<file path="src/hdl/bpcb_pkg.sv">
// Shared types and constants for the button press classifier with LED blink.
// No dependencies; the top level and the checker take it by wildcard import.
package bpcb_pkg;

  localparam int CFG_WIDTH  = 16;
  localparam int ADDR_WIDTH = 2;
  localparam int DATA_BYTES = 1;

  // Configuration register indexes.
  localparam logic [ADDR_WIDTH-1:0] CFG_SHORT_PRESS = 2'd0;
  localparam logic [ADDR_WIDTH-1:0] CFG_LONG_PRESS  = 2'd1;
  localparam logic [ADDR_WIDTH-1:0] CFG_SHORT_BLINK = 2'd2;
  localparam logic [ADDR_WIDTH-1:0] CFG_LONG_HOLD   = 2'd3;

  // Reset values of the configuration registers.
  localparam logic [CFG_WIDTH-1:0] SHORT_PRESS_RST = 16'd50;
  localparam logic [CFG_WIDTH-1:0] LONG_PRESS_RST  = 16'd700;
  localparam logic [CFG_WIDTH-1:0] SHORT_BLINK_RST = 16'd300;
  localparam logic [CFG_WIDTH-1:0] LONG_HOLD_RST   = 16'd1000;

  // Action codes returned on a fetch.
  typedef enum logic [1:0] {
    ACT_NONE   = 2'd0,
    ACT_TOGGLE = 2'd1,
    ACT_IGNORE = 2'd2
  } action_t;

  // Two-blink pattern phases.
  typedef enum logic [1:0] {
    BLK_IDLE = 2'd0,
    BLK_ON1  = 2'd1,
    BLK_OFF1 = 2'd2,
    BLK_ON2  = 2'd3
  } blink_phase_t;

endpackage

</file>
<file path="src/hdl/button_press_classifier_with_blink_top.sv">
// Top level of the button press classifier with LED blink feedback.
// Depends on bpcb_pkg for register indexes, reset values and enum types.
//
// Usage: the in_ channel carries one transaction per millisecond tick with the
// button level and a fetch request. For every accepted tick exactly one result
// transaction leaves on the out_ channel with the LED level, the ready flag
// and the fetched action. The block times each press, classifies it on
// release as short or long, then plays two blinks (short) or one long hold
// (long) on the LED before it reports ready. A fetch returns the action and
// clears the pending flags.
// The result of an accepted tick is registered in the result or skid register.
// Throughput is one tick per cycle while in_tready is high; all tick work is
// a few subtracts and compares on timestamps between state and result registers.
// A two-entry output buffer (result register plus skid register) lets a tick
// be taken while a result waits; in_tready drops only when both are full.
// Reset (synchronous, active low) clears the time base, press and display
// state, empties the output buffer and loads the default thresholds.
// Configuration is written through cfg_we/cfg_addr/cfg_wdata while idle.
module button_press_classifier_with_blink_top #(
  parameter int TIME_WIDTH = 32
) (
  input  logic                           clk,
  input  logic                           rst_n,
  input  logic                           in_tvalid,
  output logic                           in_tready,
  // [0] button_down, [1] fetch, [7:2] zero
  input  logic [8*bpcb_pkg::DATA_BYTES-1:0] in_tdata,
  output logic                           out_tvalid,
  input  logic                           out_tready,
  // [0] led_on, [1] input_ready, [3:2] action, [7:4] zero
  output logic [8*bpcb_pkg::DATA_BYTES-1:0] out_tdata,
  input  logic                           cfg_we,
  input  logic [bpcb_pkg::ADDR_WIDTH-1:0] cfg_addr,
  input  logic [bpcb_pkg::CFG_WIDTH-1:0]  cfg_wdata
);
  import bpcb_pkg::*;

  // Compare width covers both the timestamps and three blink phases.
  localparam int CW = (TIME_WIDTH > CFG_WIDTH + 2) ? TIME_WIDTH : CFG_WIDTH + 2;
  localparam int DW = 8 * DATA_BYTES;

  logic [CFG_WIDTH-1:0] short_press_r, long_press_r, short_blink_r, long_hold_r;

  logic [TIME_WIDTH-1:0] now_r, press_start_r, blink_start_r, hold_start_r;
  logic [TIME_WIDTH-1:0] press_start_nxt, blink_start_nxt, hold_start_nxt;
  logic                  press_active_r, short_pending_r, long_pending_r;
  logic                  display_done_r, hold_active_r, led_r;
  logic                  press_active_nxt, short_pending_nxt, long_pending_nxt;
  logic                  display_done_nxt, hold_active_nxt, led_nxt;
  blink_phase_t          blink_phase_r, blink_phase_nxt;

  logic                  in_fire;
  logic                  btn_down, fetch_req;
  logic                  sp_p, lp_p, dd_p;
  logic [TIME_WIDTH-1:0] press_len, blink_len, hold_len;
  logic [CFG_WIDTH+1:0]  blink_end1, blink_end2, blink_end3;
  logic                  c1, c2, c3, adv1, adv2, adv3, blink_run;
  logic                  ready_nxt;
  action_t               action_nxt;
  logic [DW-1:0]         result;

  logic                  out_valid_r, skid_valid_r;
  logic [DW-1:0]         out_data_r, skid_data_r;

  assign in_tready  = !skid_valid_r;
  assign in_fire    = in_tvalid && in_tready;
  assign out_tvalid = out_valid_r;
  assign out_tdata  = out_data_r;

  assign btn_down  = in_tdata[0];
  assign fetch_req = in_tdata[1];

  // Configuration registers.
  always_ff @(posedge clk) begin
    if (!rst_n) begin
      short_press_r <= SHORT_PRESS_RST;
      long_press_r  <= LONG_PRESS_RST;
      short_blink_r <= SHORT_BLINK_RST;
      long_hold_r   <= LONG_HOLD_RST;
    end else if (cfg_we) begin
      unique case (cfg_addr)
        CFG_SHORT_PRESS: short_press_r <= cfg_wdata;
        CFG_LONG_PRESS:  long_press_r  <= cfg_wdata;
        CFG_SHORT_BLINK: short_blink_r <= cfg_wdata;
        CFG_LONG_HOLD:   long_hold_r   <= cfg_wdata;
        default: ;
      endcase
    end
  end

  // Press timing and classification on release.
  always_comb begin
    press_len        = now_r - press_start_r;
    press_start_nxt  = press_start_r;
    press_active_nxt = press_active_r;
    sp_p             = short_pending_r;
    lp_p             = long_pending_r;
    dd_p             = display_done_r;
    if (btn_down) begin
      if (!press_active_r) begin
        press_start_nxt  = now_r;
        press_active_nxt = 1'b1;
        dd_p             = 1'b0;
      end
    end else if (press_active_r) begin
      if (CW'(press_len) > CW'(long_press_r)) begin
        lp_p = 1'b1;
      end else if (CW'(press_len) > CW'(short_press_r)) begin
        sp_p = 1'b1;
      end
      press_active_nxt = 1'b0;
    end
  end

  // Phase boundaries of the blink pattern; several may pass in one tick.
  assign blink_len  = now_r - blink_start_r;
  assign blink_end1 = {2'b00, short_blink_r};
  assign blink_end2 = {1'b0, short_blink_r, 1'b0};
  assign blink_end3 = blink_end1 + blink_end2;
  assign c1 = CW'(blink_len) > CW'(blink_end1);
  assign c2 = CW'(blink_len) > CW'(blink_end2);
  assign c3 = CW'(blink_len) > CW'(blink_end3);
  assign adv1 = (blink_phase_r == BLK_ON1) && c1;
  assign adv2 = ((blink_phase_r == BLK_OFF1) || adv1) && c2;
  assign adv3 = ((blink_phase_r == BLK_ON2) || adv2) && c3;
  assign blink_run = sp_p && !dd_p;

  // Blink phase next state.
  always_comb begin
    blink_phase_nxt = blink_phase_r;
    if (blink_run) begin
      unique case (blink_phase_r) inside
        BLK_IDLE: blink_phase_nxt = BLK_ON1;
        BLK_ON1, BLK_OFF1, BLK_ON2: begin
          if (adv3) begin
            blink_phase_nxt = BLK_IDLE;
          end else if (adv2) begin
            blink_phase_nxt = BLK_ON2;
          end else if (adv1) begin
            blink_phase_nxt = BLK_OFF1;
          end
        end
        default: blink_phase_nxt = BLK_IDLE;
      endcase
    end
  end

  // LED level, long hold, fetch and the result fields.
  always_comb begin
    hold_len          = now_r - hold_start_r;
    led_nxt           = led_r;
    blink_start_nxt   = blink_start_r;
    hold_start_nxt    = hold_start_r;
    hold_active_nxt   = hold_active_r;
    display_done_nxt  = dd_p;
    short_pending_nxt = sp_p;
    long_pending_nxt  = lp_p;
    action_nxt        = ACT_NONE;

    if (blink_run) begin
      if (blink_phase_r == BLK_IDLE) begin
        blink_start_nxt = now_r;
        led_nxt         = 1'b1;
      end else if (adv3) begin
        led_nxt = 1'b0;
      end else if (adv2) begin
        led_nxt = 1'b1;
      end else if (adv1) begin
        led_nxt = 1'b0;
      end
      display_done_nxt = (blink_phase_r != BLK_IDLE) && adv3;
    end

    // The long hold runs only while the display is not marked done.
    if (lp_p && !display_done_nxt) begin
      if (!hold_active_r) begin
        hold_start_nxt  = now_r;
        hold_active_nxt = 1'b1;
        led_nxt         = 1'b1;
      end else if (CW'(hold_len) > CW'(long_hold_r)) begin
        hold_active_nxt  = 1'b0;
        led_nxt          = 1'b0;
        display_done_nxt = 1'b1;
      end
    end

    if (fetch_req) begin
      if (sp_p) begin
        action_nxt = ACT_TOGGLE;
      end else if (lp_p) begin
        action_nxt = ACT_IGNORE;
      end
      short_pending_nxt = 1'b0;
      long_pending_nxt  = 1'b0;
    end

    ready_nxt = (short_pending_nxt || long_pending_nxt) && display_done_nxt;
  end

  assign result = {{(DW-4){1'b0}}, action_nxt, ready_nxt, led_nxt};

  // Tick state advances only on an accepted transaction.
  always_ff @(posedge clk) begin
    if (!rst_n) begin
      now_r           <= '0;
      press_start_r   <= '0;
      press_active_r  <= 1'b0;
      short_pending_r <= 1'b0;
      long_pending_r  <= 1'b0;
      display_done_r  <= 1'b0;
      blink_start_r   <= '0;
      blink_phase_r   <= BLK_IDLE;
      hold_start_r    <= '0;
      hold_active_r   <= 1'b0;
      led_r           <= 1'b0;
    end else if (in_fire) begin
      now_r           <= now_r + 1'b1;
      press_start_r   <= press_start_nxt;
      press_active_r  <= press_active_nxt;
      short_pending_r <= short_pending_nxt;
      long_pending_r  <= long_pending_nxt;
      display_done_r  <= display_done_nxt;
      blink_start_r   <= blink_start_nxt;
      blink_phase_r   <= blink_phase_nxt;
      hold_start_r    <= hold_start_nxt;
      hold_active_r   <= hold_active_nxt;
      led_r           <= led_nxt;
    end
  end

  // Output buffer: the result register and a skid register behind it.
  always_ff @(posedge clk) begin
    if (!rst_n) begin
      out_valid_r  <= 1'b0;
      skid_valid_r <= 1'b0;
    end else if (in_fire) begin
      if (!out_valid_r || out_tready) begin
        out_valid_r <= 1'b1;
      end else begin
        skid_valid_r <= 1'b1;
      end
    end else if (out_valid_r && out_tready) begin
      if (skid_valid_r) begin
        skid_valid_r <= 1'b0;
      end else begin
        out_valid_r <= 1'b0;
      end
    end
  end

  always_ff @(posedge clk) begin
    if (in_fire) begin
      if (!out_valid_r || out_tready) begin
        out_data_r <= result;
      end else begin
        skid_data_r <= result;
      end
    end else if (out_valid_r && out_tready && skid_valid_r) begin
      out_data_r <= skid_data_r;
    end
  end

endmodule

</file>
<file path="config.mk">
export PLATFORM = sky130hd
export DESIGN_NAME = button_press_classifier_with_blink_top
export DESIGN_NICKNAME = d
export VERILOG_FILES = /design/src/hdl/bpcb_pkg.sv /design/src/hdl/button_press_classifier_with_blink_top.sv
export SDC_FILE = /design/constraint.sdc
export NUM_CORES = 1
export LEC_CHECK = 0
export BUFFER_PORTS_ARGS = -buffer_cell sky130_fd_sc_hd__buf_2
export CORE_AREA = 3 3 177 179
export CTS_CLUSTER_SIZE = 16
export DETAILED_ROUTE_END_ITERATION = 8
export DIE_AREA = 0 0 180 182
export GPL_ROUTABILITY_DRIVEN = 0
export PLACE_DENSITY = 0.78
export SETUP_SLACK_MARGIN = 0.2
export SLEW_MARGIN = 20
export SYNTH_ARGS = -nofsm -noshare
export SYNTH_HDL_FRONTEND = slang
export SYNTH_SLANG_ARGS = --single-unit
</file>
<file path="constraint.sdc">
create_clock -name clk -period 5 [get_ports clk]
set_input_delay 0.75 -clock clk [delete_from_list [all_inputs] [get_ports clk]]
set_output_delay 0.75 -clock clk [all_outputs]
set_load 0.05 [all_outputs]
</file>
## After elaboration in Yosys (flattened, before gate mapping)

Index checks and enable logic that the tools add are counted.

- Register bits after elaboration: 214

- Add/sub/neg operators: 5
- Magnitude comparators: 6
- Eq/ne operators: 10
- Multiplexer cells: 43
- Bitwise logic cells: 3
- Reduce and logical (&&, ||, !) cells: 37

Operators by type and width:

| operator | number |
|---|---|
| $gt A32 B16 Y1 | 4 |
| $sub A32 B32 Y32 | 3 |
| $mux W1 | 33 |
| $add A32 B1 Y32 const B | 1 |
| $gt A32 B17 Y1 | 1 |
| $gt A32 B18 Y1 | 1 |
| $mux W8 | 3 |
| $add A16 B17 Y18 | 1 |
| $reduce_and A2 Y1 | 8 |
| $reduce_and A3 Y1 | 5 |
| $mux W2 | 6 |
| $logic_and A1 B1 Y1 | 10 |
| $eq A2 B2 Y1 const B | 4 |
| $reduce_bool A2 Y1 | 3 |
| $eq A2 B1 Y1 const B | 2 |
| $logic_not A1 Y1 | 4 |
| $logic_not A2 Y1 | 2 |
| $logic_or A1 B1 Y1 | 4 |
| $ne A2 B2 Y1 const B | 2 |
| $ne A4 B4 Y1 const B | 1 |
| $pmux W2 S2 | 1 |
| $not A1 Y1 | 3 |
| $reduce_or A3 Y1 | 1 |
| $ne A2 B1 Y1 const B | 1 |

## Longest topological paths before layout

Gate-level depths: netlist (run 1).

- Depth after elaboration: 15
- Mapped depth: 26
- Depth with buffers taken out: 26

## Worst setup path before layout (run 1)

No wires, ideal clock.

- Path kind: reg-to-reg
- From: reg short_blink_r[1]
- To: reg out_data_r[0], in the netlist out_tdata[0], data pin
- Library setup time: 0.256 ns
- Data arrival time: 4.668 ns
- Data required time: 4.744 ns
- Path slack: 0.076 ns
- Cell stages (with the launch flop): 25
- Buffers on the path: 0
- Clock period less this slack: 4.924 ns
- Cells stage by stage: dfxtp_1 > ha_1 > a21o_1 > a21oi_1 > o21ai_0 > a21oi_1 > o21ai_0 > a21oi_1 > nand2b_1 > a21oi_1 > o41ai_1 > o211ai_1 > mux2_2 > a2111oi_0 > ha_1 > nand4_1 > nor4_1 > a21oi_1 > a21boi_0 > a21oi_1 > a21oi_1 > nor2b_1 > a2111oi_0 > o22ai_1 > a22o_1

- Longest elaborated chain between the ends: 14
- Elaborated cells on any way between the ends: 23
- Classes of those cells: add/sub: 1; order compare: 3; mux: 11; reduce/logical: 8

RTL lines:

| what | line | RTL |
|---|---|---|
| start: declaration | button_press_classifier_with_blink_top.sv:42 | `logic [CFG_WIDTH-1:0] short_press_r, long_press_r, short_blink_r, long_hold_r;` |
| start signal: assignment | button_press_classifier_with_blink_top.sv:84 | `CFG_SHORT_BLINK: short_blink_r <= cfg_wdata;` |
| branches (longest 11 deep; another with $gt A32 B18 Y1) | n/a |  |
| $mux W1 * | button_press_classifier_with_blink_top.sv:175 | `if (lp_p && !display_done_nxt) begin` |
| $mux W8 * | button_press_classifier_with_blink_top.sv:253 | `if (!out_valid_r \|\| out_tready) begin` |
| $mux W8 * | button_press_classifier_with_blink_top.sv:252 | `if (in_fire) begin` |
| end signal: assignment | button_press_classifier_with_blink_top.sv:254 | `out_data_r <= result;` |
| end signal: assignment | button_press_classifier_with_blink_top.sv:259 | `out_data_r <= skid_data_r;` |
| end: declaration | button_press_classifier_with_blink_top.sv:63 | `logic [DW-1:0] out_data_r, skid_data_r;` |

Mark *: on every way between the ends. The select of a mux whose other input is x is not followed.
A chain may end at the register's enable or synchronous reset.

## Worst setup path in the final report (run 1)

- From: reg now_r[3]
- To: reg out_data_r[0], in the netlist out_tdata[0], data pin

- Longest elaborated chain between the ends: 15
- Elaborated cells on any way between the ends: 36
- Classes of those cells: add/sub: 3; order compare: 6; mux: 18; reduce/logical: 9

RTL lines:

| what | line | RTL |
|---|---|---|
| start: declaration | button_press_classifier_with_blink_top.sv:44 | `logic [TIME_WIDTH-1:0] now_r, press_start_r, blink_start_r, hold_start_r;` |
| start signal: assignment | button_press_classifier_with_blink_top.sv:217 | `now_r <= now_r + 1'b1;` |
| $sub A32 B32 Y32 | button_press_classifier_with_blink_top.sv:116 | `assign blink_len = now_r - blink_start_r;` |
| $gt A32 B16 Y1 | button_press_classifier_with_blink_top.sv:120 | `assign c1 = CW'(blink_len) > CW'(blink_end1);` |
| $logic_and A1 B1 Y1 | button_press_classifier_with_blink_top.sv:123 | `assign adv1 = (blink_phase_r == BLK_ON1) && c1;` |
| $logic_or A1 B1 Y1 | button_press_classifier_with_blink_top.sv:124 | `assign adv2 = ((blink_phase_r == BLK_OFF1) \|\| adv1) && c2;` |
| $logic_and A1 B1 Y1 | button_press_classifier_with_blink_top.sv:124 |  |
| $logic_or A1 B1 Y1 | button_press_classifier_with_blink_top.sv:125 | `assign adv3 = ((blink_phase_r == BLK_ON2) \|\| adv2) && c3;` |
| $logic_and A1 B1 Y1 | button_press_classifier_with_blink_top.sv:125 |  |
| $mux W1 | button_press_classifier_with_blink_top.sv:164 | `end else if (adv3) begin` |
| $mux W1 | button_press_classifier_with_blink_top.sv:161 | `if (blink_phase_r == BLK_IDLE) begin` |
| $mux W1 | button_press_classifier_with_blink_top.sv:160 | `if (blink_run) begin` |
| $mux W1 | button_press_classifier_with_blink_top.sv:180 | `end else if (CW'(hold_len) > CW'(long_hold_r)) begin` |
| $mux W1 | button_press_classifier_with_blink_top.sv:176 | `if (!hold_active_r) begin` |
| $mux W1 * | button_press_classifier_with_blink_top.sv:175 |  |
| $mux W8 * | button_press_classifier_with_blink_top.sv:253 |  |
| $mux W8 * | button_press_classifier_with_blink_top.sv:252 |  |

Every way passes the cells marked *; elsewhere a longest branch is shown, timed or not. The select of a mux whose other input is x is not followed.

==> results.json, run 1 <==
{
  "drc": 0,
  "multi_input_area_um2": 12470,
  "p_per_area_nw_per_um2": 215.6,
  "holdWs_ps": 408.6,
  "hp-class": "input pin to flop",
  "worst_pin_slew_ps": 931.3,
  "htreeDepth": 1,
  "synth_warnings": 0,
  "start_util": 0.5832,
  "antenna_found_initial": 0,
  "netlist.area_leader.share": 0.2333,
  "dpl.cell_count": 2802,
  "syn_avg_cell_area_um2": 7.641,
  "crit_path_start_kind": "flop",
  "status": "complete, but fails checks",
  "fin_ws_ps": -134.3,
  "p_leak_nw": 9.484,
  "viasPerCell": 6.240,
  "endpoint_kind": "flop",
  "finalSetupViolations": 51,
  "clock_latency_ps": 530,
  "synthFlopType": "dfxtp_1",
  "fp.coreArea_um2": 29720,
  "maxCapViolCount": 0,
  "crit_required_ps": 5280,
  "die_h_um": 182,
  "numPortBuffers": 30,
  "fillCellCount": 2124,
  "seq_area_um2": 4298,
  "grt_usage": 0.3058,
  "cpPeakStageDelay_ps": 410,
  "skew_ps": 18.30,
  "violations": "setup timing",
  "ios": 41,
  "drtIter0Drc": 1836,
  "cts_buffers": 24,
  "grt-ovfl-total": 0,
  "clk_transition_reported_paths_ps": 60,
  "cts_tree": "built",
  "place_ws_ps": -826.3,
  "crit_slowest_cell": "a221o_1",
  "cp.arrival_ps": 5410,
  "clockRootBuffer": "clkbuf_16",
  "path_cells": "buf_4, ha_1, buf_4, and3_1, nand4_1, a21oi_2, nor2b_2, buf_4, xnor2_1, ha_1, a211o_1, o211ai_1, a21oi_1, o211ai_1, nand4_1, a221o_1, nor4_4, and2_4, a31oi_4, buf_6, buf_6, a2111oi_4, o22ai_2, a22o_1",
  "rows": 63,
  "finalPower_mw": 4.610,
  "drv_slew": 0,
  "ir_drop_v": 0.0002396,
  "grt_pass1_vias": 17200,
  "grt_setup_unrepaired": "true",
  "first_pass_iters": 9,
  "netlist_area_um2": 17330,
  "drive_gt1_frac": 0.2003,
  "slew_headroom": 0.3792,
  "synth_edf_count": 8,
  "synth-seq-cells": 210,
  "die_area_um2": 32760,
  "num_antenna_cells": 0,
  "synth.largest_area_cell": "dfxtp_1",
  "async_reset_ff_frac": 0,
  "fmax_mhz": 194.8,
  "post_drt_wl_per_cell_um": 19.05,
  "ant_nets": 0,
  "final_net_count": 2753,
  "dp_hpwl_um": 37880,
  "syn_to_final_growth_pct": 23.36,
  "crit_top_cell": "buf_4",
  "instances_no_fill": 2916,
  "clockBufferDepth": 3,
  "cts.sink_count": 210,
  "synth.distinct_cells": 94,
  "fin_crit_ps": 5134,
  "synthCells": 2268,
  "die_x_um": 180,
  "grt_max_degree": 88,
  "min_period_over_period": 1.027,
  "path_class": "flop to flop",
  "grt_pass1_wl_um": 84590,
  "ys_top_cells_by_area": "dfxtp_1, ha_1, nand2_1",
  "hold_violations": 0,
  "wl_um": 55550,
  "crit_fanout": 8,
  "num_vias": 18200,
  "yosysSeqAreaShare": 0.2472
}
## placed cells by master (no fill, tap or decap), types with 8 or more instances in the layout
master | synthesis | routed
dfxtp_2 | 0 | 8
a21oi_2 | 5 | 24
and3_1 | 19 | 19
ha_4 | 0 | 11
nor2_1 | 160 | 155
nor2b_1 | 23 | 21
nor3_1 | 30 | 28
xnor2_1 | 49 | 45
nand3_1 | 48 | 47
nand4_1 | 47 | 47
buf_4 | 6 | 252
and4_1 | 12 | 9
ha_1 | 207 | 192
and2_1 | 11 | 11
a21o_1 | 60 | 60
o21ai_1 | 4 | 11
buf_2 | 21 | 30
inv_1 | 210 | 206
o21bai_1 | 14 | 14
nand2_1 | 347 | 344
nand2b_1 | 21 | 21
buf_6 | 6 | 18
xor2_1 | 47 | 44
a31oi_1 | 15 | 13
o21ai_0 | 84 | 66
or3_1 | 16 | 15
a211oi_1 | 27 | 22
o211ai_1 | 40 | 40
o31ai_1 | 10 | 9
nor4_1 | 11 | 10
mux2i_1 | 72 | 66
o21ai_2 | 1 | 11
edfxtp_1 | 8 | 8
o22ai_1 | 9 | 8
clkbuf_16 | 0 | 26
o21a_1 | 15 | 15
dfxtp_1 | 202 | 193
a21oi_1 | 221 | 200
## kinds of logic after synthesis
| kind of cell | count (synthesis) | share of synthesized area |
|---|---|---|
| buf+inv | 309 | 0.07523 |
| simple gates | 773 | 0.2068 |
| mux | 76 | 0.04418 |
| other cells | 1 | 0.0002164 |
| flops | 210 | 0.2472 |
| compound gates | 592 | 0.2238 |
| xor+xnor | 96 | 0.04852 |
| fa+ha+maj | 211 | 0.1541 |
## cell type report
| class | count | share of cell area |
|---|---|---|
| Inverter | 210 | 0.03699 |
| Tap cell | 390 | 0.02282 |
| Timing Repair Buffer | 313 | 0.1187 |
| Clock inverter | 8 | 0.003746 |
| Multi-Input combinational cell | 1752 | 0.5833 |
| Clock buffer | 33 | 0.03348 |
| Sequential cell | 210 | 0.2010 |
## metrics by stage
stage	TNS [ps]	area, µm²	util
2_1_floorplan	0	17350	-
3_3_place_gp	-30210	19090	0.6423
3_5_place_dp	-32440	19120	0.6433
4_1_cts	-55.39	20770	0.6988
5_1_grt	-11210	21380	0.7194
6_report	-2212	21380	0.7194
## synthesized netlist by cell type (all sizes together), types with 27 or more instances
cell	number
a21o	60
mux2i	72
a21oi	230
ha	207
xor2	47
a211oi	27
nor2	161
inv	210
clkbuf	63
nand4	47
nor3	31
o211ai	41
dfxtp	202
nand2	347
buf	36
o21ai	89
xnor2	49
nand3	48
## worst max-delay path: cells and delay by family, from the launching register on
| family | cells | cell delay, ps |
|---|---|---|
| AO/OA/AOI/OAI | 10 | 2120 |
| buffers and inverters | 5 | 730 |
| adder cells (fa/ha/maj) | 2 | 530 |
| XOR/XNOR | 1 | 150 |
| AND/OR/NAND/NOR | 6 | 1060 |
| flip-flops | 1 | 310 |
## sequential cells by signal, summed over array words and instances, names as in the netlist, 2 cells and up
| register | flops |
|---|---|
| press_start_r | 32 |
| short_press_r | 16 |
| now_r | 32 |
| long_hold_r | 16 |
| short_blink_r | 16 |
| hold_start_r | 32 |
| skid_data_r | 4 |
| out_tdata | 4 |
| blink_start_r | 32 |
| blink_phase_r | 2 |
| long_press_r | 16 |
## metal layers
| layer | vias to the layer above | track usage | wire length (µm) |
|---|---|---|---|
| met5 | - | 0 | 0 |
| met4 | 0 | 0.1374 | 3215 |
| met3 | 242 | 0.04127 | 4022 |
| met2 | 889 | 0.5257 | 25870 |
| met1 | 8586 | 0.3827 | 22440 |
| li1 | 8479 | - | - |
## path summary, 6_finish.rpt
path	from	to	slack, ps	cells after the start
worst min-delay path	out_tready	skid_valid_r	410	2
worst min register to register	press_start_r[29]	press_start_r[29]	450	2
worst max-delay path	now_r[3]	out_tdata[0]	-130	24
worst max register to register	now_r[3]	out_tdata[0]	-130	24
## power breakdown
group | internal (mW) | switching, mW
registers | 1.71 | 0.0197
clock network | 1.05 | 0.728
logic | 0.495 | 0.602
total | 3.26 | 1.35
## what timing repair did
item	CTS	global route
pin swaps	48	60
endpoints found under the setup margin	75	79
gates resized for setup	99	91
gates cloned	5	1
buffers inserted	42	25
hold buffers	0	0
(Power assumes the default switching activity.)
==> run 2, diff against run 1 <==
--- a/config.mk
+++ b/config.mk
@@ -11,7 +11,7 @@
 export DETAILED_ROUTE_END_ITERATION = 8
 export DIE_AREA = 0 0 180 182
 export GPL_ROUTABILITY_DRIVEN = 0
-export PLACE_DENSITY = 0.78
+export PLACE_DENSITY = 0.77
 export SETUP_SLACK_MARGIN = 0.2
 export SLEW_MARGIN = 20
 export SYNTH_ARGS = -nofsm -noshare
==> run 2 against run 1 <==
Compared with the run above: the flow still finishes with violations (setup timing); clock-buffer cell count fell by 1; hold slack improved by 25 ps; utilization rose by 0.62 points; final area rose by 0.87%; first-iteration DRC count fell by 1.3%; via count rose by 0.72%; sequential power barely moved; fmax fell by 2.3%; non-clock buffer count rose by 6; die area did not move; register-to-register slack got worse by 120 ps; critical path depth rose by 1; largest cell class unchanged.
==> results.json, run 2 (synthesized netlist as in run 1, its figures left out) <==
{
  "status": "complete, but fails checks",
  "violations": "setup timing",
  "tns_ps": -4561,
  "combPwrFrac": 0.244,
  "ff2ff_path_depth": 25,
  "cts_buffers": 24,
  "start_util": 0.5832,
  "drtIter0Drc": 1813,
  "maxCapViolCount": 0,
  "p_clk_frac": 0.382,
  "final_net_count": 2760,
  "hp-class": "input pin to flop",
  "p_leak_nw": 9.548,
  "grt_pass1_wl_um": 85820,
  "drc": 0,
  "switching_share": 0.2977,
  "p_per_area_nw_per_um2": 215.1,
  "ff2ff_setup_slack_ps": -260,
  "mostFrequentLayoutCell": "nand2_1",
  "min_from": "out_tready",
  "ir_drop_v": 0.0002449,
  "cts_tree": "built",
  "dpl_cell_area_um2": 19120,
  "die_x_um": 180,
  "reg2reg_from": "now_r[0]",
  "grt_setup_unrepaired": "true",
  "cp.arrival_ps": 5530,
  "crit_fanout": 3,
  "finalSetupViolations": 66,
  "hold_violations": 0,
  "fmax_mhz": 190.2,
  "ant_nets": 0,
  "fp.coreArea_um2": 29720,
  "grt_usage": 0.3110,
  "postLayoutCoreUtil": 0.7257,
  "power_switching_mw": 1.381,
  "crit_path_start_kind": "flop",
  "p_seq_frac": 0.374,
  "grt_pass1_vias": 17190,
  "clockBufferDepth": 3,
  "dp_hpwl_um": 38550,
  "die_h_um": 182,
  "worst_pin_slew_ps": 889.1,
  "cts.sink_count": 210,
  "holdPathEnd": "skid_valid_r",
  "antenna_found_initial": 0,
  "final_cell_mix": "nand2_1, buf_4, inv_1, a21oi_1, dfxtp_1",
  "wl_um": 57110,
  "endpoint_kind": "flop",
  "skew_ps": 17.39,
  "min_period_over_period": 1.051,
  "rows": 63,
  "num_antenna_cells": 0,
  "die_area_um2": 32760,
  "cp-startpoint": "now_r[0]",
  "post_drt_wl_per_cell_um": 19.55,
  "whs_path_depth": 2,
  "ios": 41,
  "num_vias": 18330,
  "grt-ovfl-total": 0,
  "numPortBuffers": 30,
  "fin_crit_ps": 5257,
  "slew_headroom": 0.3919,
  "crit_required_ps": 5270,
  "holdBufCountCts": 0,
  "grt_max_degree": 88,
  "htreeDepth": 1,
  "fin_ws_ps": -256.9,
  "path_class": "flop to flop",
  "first_pass_iters": 8,
  "viasPerCell": 6.272,
  "r2r_end": "out_tdata[1]",
  "drive_gt1_frac": 0.2085,
  "p_int_mw": 3.257,
  "clock_latency_ps": 530,
  "stdcell_area_um2": 21560,
  "place_ws_ps": -1074,
  "clk_transition_reported_paths_ps": 60,
  "drv_slew": 0,
  "clockRootBuffer": "clkbuf_16",
  "syn_to_final_growth_pct": 24.43
}
==> run 2: final cells by class <==
| type | count | area (µm²) |
|---|---|---|
| Multi-Input combinational cell | 1753 | 12610 |
| Fill cell | 2093 | 8153 |
| Sequential cell | 210 | 4299 |
| Timing Repair Buffer | 319 | 2596 |
| Inverter | 210 | 790.8 |
| Clock buffer | 32 | 703.2 |
| Tap cell | 390 | 488.0 |
| Clock inverter | 8 | 81.33 |
==> run 2: critical path, stage by stage (launching register included) <==
cell and delay [ps]:
dfxtp_2 330, inv_2 70, buf_6 120, buf_4 110, ha_4 130, inv_2 40
fa_2 430, a211oi_4 300, o21bai_1 150, a21oi_1 240, o21bai_1 80, a21oi_1 190
xnor2_1 160, ha_1 350, nand2_1 90, or3_4 420, nor3_2 110, buf_4 170
o2111ai_2 110, a211oi_2 180, nand4_1 150, nor4_2 370, buf_4 190, nor3_2 50
a211oi_2 300, o31ai_1 120
==> run 2: worst max path at each step <==
stage                       to  slack, ps  cells after the start
6_report          out_tdata[1]       -260                     25
3_3_place_gp   hold_start_r[7]       -700                     24
4_1_cts           out_tdata[0]          6                     25
2_1_floorplan     out_tdata[0]        230                     24
5_1_grt           out_tdata[1]       -450                     25
3_5_place_dp   hold_start_r[3]      -1070                     24
==> run 2: power by group through the flow <==
stage,clock network [mW],registers [mW],logic (mW)
after global placement,0,1.77,0.826
after CTS,1.78,1.73,0.980
after global routing,1.85,1.74,1.21
after detailed placement,0,1.77,0.857
final,1.77,1.73,1.13
after floorplan,0,1.78,0.548
==> run 2: repair_timing <==
| action | CTS | global route |
|---|---|---|
| gates cloned | 5 | 1 |
| endpoints found under the setup margin | 74 | 79 |
| resized for setup | 111 | 106 |
| setup buffers | 42 | 29 |
| pin swaps | 70 | 90 |
==> run 2: layer usage <==
| metal | GRT usage | vias to the layer above | share of wire |
|---|---|---|---|
| met1 | 0.3943 | 8567 | 0.40 |
| met3 | 0.04167 | 283 | 0.080 |
| met4 | 0.1361 | 0 | 0.063 |
| li1 | - | 8506 | - |
| met2 | 0.5301 | 971 | 0.46 |
| met5 | 0 | - | 0 |
==> run 2: stage by stage <==
step	hold slack, ps	cells	total power [mW]
floorplan	431.9	2271	2.326
global placement	442.0	2805	2.593
detailed placement	446.5	2805	2.626
CTS	411.0	2892	4.495
global route	430.6	2922	4.801
finish	433.8	2922	4.638
